`config.mk`:
```
export PLATFORM = sky130hd
export DESIGN_NAME = bsd_ctrl
export DESIGN_NICKNAME = d
export VERILOG_FILES = /design/src/hdl/bsd_pkg.sv /design/src/hdl/bsd_ctrl.sv
export SDC_FILE = /design/constraint.sdc
export NUM_CORES = 1
export LEC_CHECK = 0
export ABC_AREA = 0
export BUFFER_PORTS_ARGS = -buffer_cell sky130_fd_sc_hd__buf_2
export CORE_MARGIN = 3
export CORE_UTILIZATION = 45
export DETAILED_ROUTE_END_ITERATION = 10
export GPL_TIMING_DRIVEN = 0
export PLACE_DENSITY = 0.71
export SLEW_MARGIN = 0
export SYNTH_ARGS = -nofsm -noshare
export SYNTH_HDL_FRONTEND = slang
export SYNTH_SLANG_ARGS = --single-unit
```
`constraint.sdc`:
```
create_clock -name clk -period 6.25 [get_ports clk]
set_input_delay 0.3125 -clock clk [delete_from_list [all_inputs] [get_ports clk]]
set_output_delay 0.3125 -clock clk [all_outputs]
set_load 0.02 [all_outputs]
```
`src/hdl/bsd_pkg.sv`:
```
`default_nettype none

package bsd_pkg;

  localparam int TABLE_DEPTH_DEF = 1024;

  localparam int KEY_W     = 32;
  localparam int ENTRY_W   = 10;
  localparam int RANGE_W   = 11;
  localparam int OUT_IDX_W = 10;

  localparam int IN_DATA_W  = ENTRY_W + KEY_W + RANGE_W + RANGE_W;
  localparam int OUT_DATA_W = 16;

  localparam logic KIND_WRITE  = 1'b0;
  localparam logic KIND_SEARCH = 1'b1;

  typedef struct packed {
    logic                 found;
    logic [OUT_IDX_W-1:0] index;
  } res_t;

endpackage

`default_nettype wire

```
`src/hdl/bsd_ctrl.sv`:
```
`default_nettype none

module bsd_ctrl #(
  parameter int TABLE_DEPTH = bsd_pkg::TABLE_DEPTH_DEF,
  parameter int IDX_W       = $clog2(TABLE_DEPTH)
) (
  input  wire logic                       clk,
  input  wire logic                       rst_n,
  input  wire logic                       start,
  input  wire logic [bsd_pkg::KEY_W-1:0]   query,
  input  wire logic [bsd_pkg::RANGE_W-1:0] first,
  input  wire logic [bsd_pkg::RANGE_W-1:0] last,
  output logic                            idle,
  output logic                            rd_en,
  output logic      [IDX_W-1:0]           rd_addr,
  input  wire logic [bsd_pkg::KEY_W-1:0]   rd_data,
  output logic                            res_valid,
  input  wire logic                       res_ready,
  output bsd_pkg::res_t                   res
);

  // wide enough for the raw range bounds and the depth itself
  localparam int W = ((IDX_W > bsd_pkg::RANGE_W) ? IDX_W : bsd_pkg::RANGE_W) + 1;
  localparam logic [W-1:0] DMAX = W'(TABLE_DEPTH - 1);

  typedef enum logic [1:0] {
    S_IDLE,
    S_PROBE,
    S_DONE
  } state_t;

  state_t                    state_r;
  logic [IDX_W-1:0]          lo_r;
  logic [IDX_W-1:0]          hi_r;
  logic [IDX_W-1:0]          mid_r;
  logic [bsd_pkg::KEY_W-1:0] q_r;
  bsd_pkg::res_t             res_r;

  // start of a search
  logic [W-1:0]     first_w;
  logic [W-1:0]     last_w;
  logic [W-1:0]     hi_w;
  logic             init_empty;
  logic [IDX_W-1:0] lo_i;
  logic [IDX_W-1:0] hi_i;
  logic [IDX_W:0]   init_sum;

  // one probe
  logic             q_gt;
  logic             q_lt;
  logic             left_empty;
  logic             right_empty;
  logic [IDX_W:0]   left_sum;
  logic [IDX_W:0]   right_sum;
  logic [IDX_W-1:0] mid_m1;
  logic [IDX_W-1:0] mid_p1;
  logic [W-1:0]     mid_w;
  logic             probe_more;

  always_comb begin
    first_w    = {{(W - bsd_pkg::RANGE_W){1'b0}}, first};
    last_w     = {{(W - bsd_pkg::RANGE_W + 1){1'b0}}, last[bsd_pkg::RANGE_W-2:0]};
    hi_w       = (last_w > DMAX) ? DMAX : last_w;
    // sign bit of range_last marks an empty range
    init_empty = last[bsd_pkg::RANGE_W-1] | (first_w > hi_w);
    lo_i       = first_w[IDX_W-1:0];
    hi_i       = hi_w[IDX_W-1:0];
    init_sum   = {1'b0, lo_i} + {1'b0, hi_i};
  end

  always_comb begin
    q_gt        = $signed(q_r) > $signed(rd_data);
    q_lt        = $signed(q_r) < $signed(rd_data);
    left_empty  = (mid_r == lo_r);
    right_empty = (mid_r == hi_r);
    mid_m1      = mid_r - IDX_W'(1);
    mid_p1      = mid_r + IDX_W'(1);
    left_sum    = {1'b0, lo_r} + {1'b0, mid_m1};
    right_sum   = {1'b0, mid_p1} + {1'b0, hi_r};
    mid_w       = {{(W - IDX_W){1'b0}}, mid_r};
    probe_more  = (q_gt & ~left_empty) | (q_lt & ~right_empty);
  end

  // read port: first midpoint on start, next midpoint while probing
  always_comb begin
    rd_en   = 1'b0;
    rd_addr = init_sum[IDX_W:1];
    unique case (state_r)
      S_IDLE: begin
        rd_en   = start & ~init_empty;
        rd_addr = init_sum[IDX_W:1];
      end
      S_PROBE: begin
        rd_en   = probe_more;
        rd_addr = q_gt ? left_sum[IDX_W:1] : right_sum[IDX_W:1];
      end
      default: begin
        rd_en   = 1'b0;
        rd_addr = init_sum[IDX_W:1];
      end
    endcase
  end

  assign idle      = (state_r == S_IDLE);
  assign res_valid = (state_r == S_DONE);
  assign res       = res_r;

  always_ff @(posedge clk) begin
    if (!rst_n) begin
      state_r <= S_IDLE;
    end else begin
      unique case (state_r)
        S_IDLE: begin
          if (start) begin
            q_r         <= query;
            lo_r        <= lo_i;
            hi_r        <= hi_i;
            mid_r       <= init_sum[IDX_W:1];
            res_r.found <= 1'b0;
            res_r.index <= '0;
            state_r     <= init_empty ? S_DONE : S_PROBE;
          end
        end
        S_PROBE: begin
          if (q_gt) begin
            hi_r  <= mid_m1;
            mid_r <= left_sum[IDX_W:1];
          end else if (q_lt) begin
            lo_r  <= mid_p1;
            mid_r <= right_sum[IDX_W:1];
          end
          if (!q_gt && !q_lt) begin
            res_r.found <= 1'b1;
            res_r.index <= mid_w[bsd_pkg::OUT_IDX_W-1:0];
          end
          if (!probe_more) begin
            state_r <= S_DONE;
          end
        end
        S_DONE: begin
          if (res_ready) begin
            state_r <= S_IDLE;
          end
        end
        default: begin
          state_r <= S_IDLE;
        end
      endcase
    end
  end

endmodule

`default_nettype wire

```
==> metrics.txt <==
final core occ=55.4%; syn_area_per_cell=9.66 sq um; Worst Reg-to-Reg Cells=12; TNS Setup=0 ns; status=finished clean; I/O Buffers=113; largest stage delay on the critical path=0.58 ns; H-tree levels=3; GRT overflow=0; GR Util met3=4.64%; Power Dens Cells=243 nW/um^2; DRT iter0 DRCs=377; TritonCTS Buffers=9; Hold Path Depth=1; CTS tree=yes; critical path type=register to output port; first-pass GRT wire length=23.3 mm; CP Data Arrival Time=4.07 ns; core footprint=12200 sq um; Tightest Pin Transition=1.20 ns; skew final=0.00635 ns; max-slew violations=0; Ports=114; Clock Sinks=75; die area=14000 sq um; clock latency at the later pin of the worst-skew pair=0.33 ns; routability congestion estimate from global placement=0.986; routing usage on met1=27.0%; Initial Util=46.7%; post-CTS setup buffers=0; Slowest-stage cell, CP=a2111oi_0; initial antenna violation count=0; min-delay src=query[13]; Total GRT Usage=21.0%; Setup-failing EPs final=0; via-per-instance ratio=5.45; Leakage Power=3.03 nW; Post-Place Worst Slack=2.31 ns; Final Hold Vio Count=0; Post-CTS Resized=0; antenna-violating nets left=0; CP max FO=9; number of flops mapped to enable cells by yosys=73; min cycle time layout=4.39 ns; Hold WC Path Type=input pin to register; CP startpoint kind=register; Ant. Diodes=0; post-DP HPWL=12.0 mm; register area share after synthesis=39.3%; worst r2r dst=mid_r[8]; Cell Area, Synth=5680 sq um; Syn. warnings=0; FF+latch count, synth=75; CP Data Required Time=5.94 ns; die width=118 um; number of global-route vias before repair=4720; crit-path cells=clkbuf_1 -> inv_1 -> ha_1 -> xor2_1 -> ha_1 -> inv_1 -> o21ai_0 -> a2111oi_0 -> nor2_1 -> o211ai_1 -> nand3_1 -> a31oi_1 -> buf_2; row cnt=40; final WL=14.8 mm; Critical Path End Type=output port; ys flop type=edfxtp_1; Tcrit/Tclk final=70.2%; DR DRC count=0; Final #Nets=879; hold endpoint=q_r[13]; Placed Cells=869; fmax=228 MHz; flop-to-flop setup slack=2.54 ns; Synth async-reset ratio=0%; Root Buffer=clkbuf_16; Unique masters post-synth=56; Avg WL per Cell=16.8 um; Synth Instances=588; routing usage on met2=34.9%; Final Total Pwr=1.64 mW; Rel. slew slack=19.7%; ratio of cells with drive above 1 in the final layout=19.7%; RSZ-0062 raised after global routing=no; clk slew on worst S/H paths=0.06 ns; drt first pass iters=5; MaxCap Viol Count=0; GR peak layer=met2; Die Ht=118 um; deepest clock path buffer count=2; via count=4821; Post-CTS Hold Fix Bufs=0; Syn Nets=755; largest net degree at the start of global routing=33; Final Non-Filler Cells=884; setup slack after layout=1.86 ns; RR Startpoint=mid_r[1]; Peak VDD IR=0.000170 V; synthesis-to-finish area growth=18.7%
## routing by layer
layer | vias to the layer above | share of wire, %
met2 | 187 | 48
li1 | 2356 | -
met1 | 2250 | 42
met5 | - | 0
met3 | 28 | 7.4
met4 | 0 | 2.5
## sequential cells by signal (all words and copies together) (netlist names)
| name | count |
|---|---|
| q_r | 32 |
| state_r | 2 |
| lo_r | 10 |
| mid_r | 10 |
| hi_r | 10 |
| res | 11 |
## cell type report
type                            count  area (sq um)
Fill cell                        1082          5420
Multi-Input combinational cell    431          3140
Sequential cell                    75          2230
Timing Repair Buffer              113           566
Inverter                           61           229
Clock buffer                        9           225
Tap cell                          168           210
Buffer                             21          87.6
Clock inverter                      6          56.3
## cell families after synthesis
group                      share of synthesized area (%)
adders and majority gates                           17.4
AOI/OAI and AO/OA                                   13.0
DFF                                                 39.3
muxes                                              0.551
xor gates and xnor gates                            8.33
and+or+nand+nor                                     15.9
buffers and inverters                               5.58
## synthesized netlist by cell type (all sizes together), types with 7 or more instances
cell	number	share of area, %
xor2	22	3.4
xnor2	32	4.9
o21ai	29	2.6
clkbuf	16	1.1
a31oi	10	1.1
nor4	9	0.99
and2	10	1.1
nor2	29	1.9
a21o	10	1.3
inv	61	4.0
ha	74	16
a21oi	32	2.8
nand2	55	3.6
nand2b	7	0.77
nand4	7	0.77
nor3	11	0.97
edfxtp	73	39
nand3	29	2.6
and3	7	0.88
## where the power goes
group,switching [mW],internal (mW),leakage [nW]
Clock,0.197,0.304,0.141
Combinational,0.314,0.207,2.19
Sequential,0.0176,0.601,0.696
Total,0.528,1.11,3.03
## cells in the final DEF (no fill, tap or decap), types with 3 or more instances in the layout
cell / netlist / routed
buf_1: 3 / 3
clkbuf_16: 0 / 9
o21bai_1: 5 / 5
xnor2_1: 32 / 32
o31ai_1: 5 / 5
xor2_1: 22 / 22
and3_1: 5 / 4
o21ai_0: 29 / 29
nand2b_1: 7 / 7
o211ai_1: 3 / 3
nand3_1: 29 / 29
nor4_1: 9 / 9
buf_2: 1 / 114
nand2_1: 55 / 55
fa_1: 3 / 3
inv_1: 60 / 60
a21oi_1: 32 / 32
a21o_1: 9 / 9
a221o_1: 3 / 3
and2_1: 10 / 10
nor2_1: 29 / 29
a31oi_1: 10 / 10
ha_1: 74 / 74
edfxtp_1: 73 / 73
nand4_1: 7 / 7
a211oi_1: 3 / 3
nor2b_1: 3 / 3
and4_1: 4 / 4
or3_1: 3 / 3
clkbuf_1: 16 / 16
nor3_1: 11 / 11
## critical path: cells and delay by family, from the launching register on
kind                       cells  cell delay (ns)
xor gates and xnor gates       1             0.37
and+or+nand+nor                2             0.29
adders and majority gates      2             0.61
buffers and inverters          4             0.84
AOI/OAI and AO/OA              4             1.26
DFF                            1             0.37
## metrics by stage
| stage | cell area [sq um] | hold slack [ns] |
|---|---|---|
| after global routing | 6740 | 0.137 |
| after CTS | 6740 | 0.138 |
| final | 6740 | 0.149 |
| after detailed placement | 6460 | 0.491 |
| after global placement | 6450 | 0.491 |
| after floorplan | 5680 | 0.411 |
## worst max-delay path by stage
stage | startpoint | end | slack [ns] | depth (start not counted)
finish | mid_r[1] | rd_addr[8] | 1.86 | 13
global route | mid_r[1] | rd_addr[7] | 1.70 | 12
CTS | mid_r[1] | rd_addr[8] | 1.91 | 13
detailed placement | mid_r[1] | rd_addr[8] | 2.31 | 13
global placement | mid_r[1] | rd_addr[8] | 2.37 | 13
floorplan | mid_r[1] | rd_addr[7] | 2.95 | 11
Power figures use the tool's default switching activity.
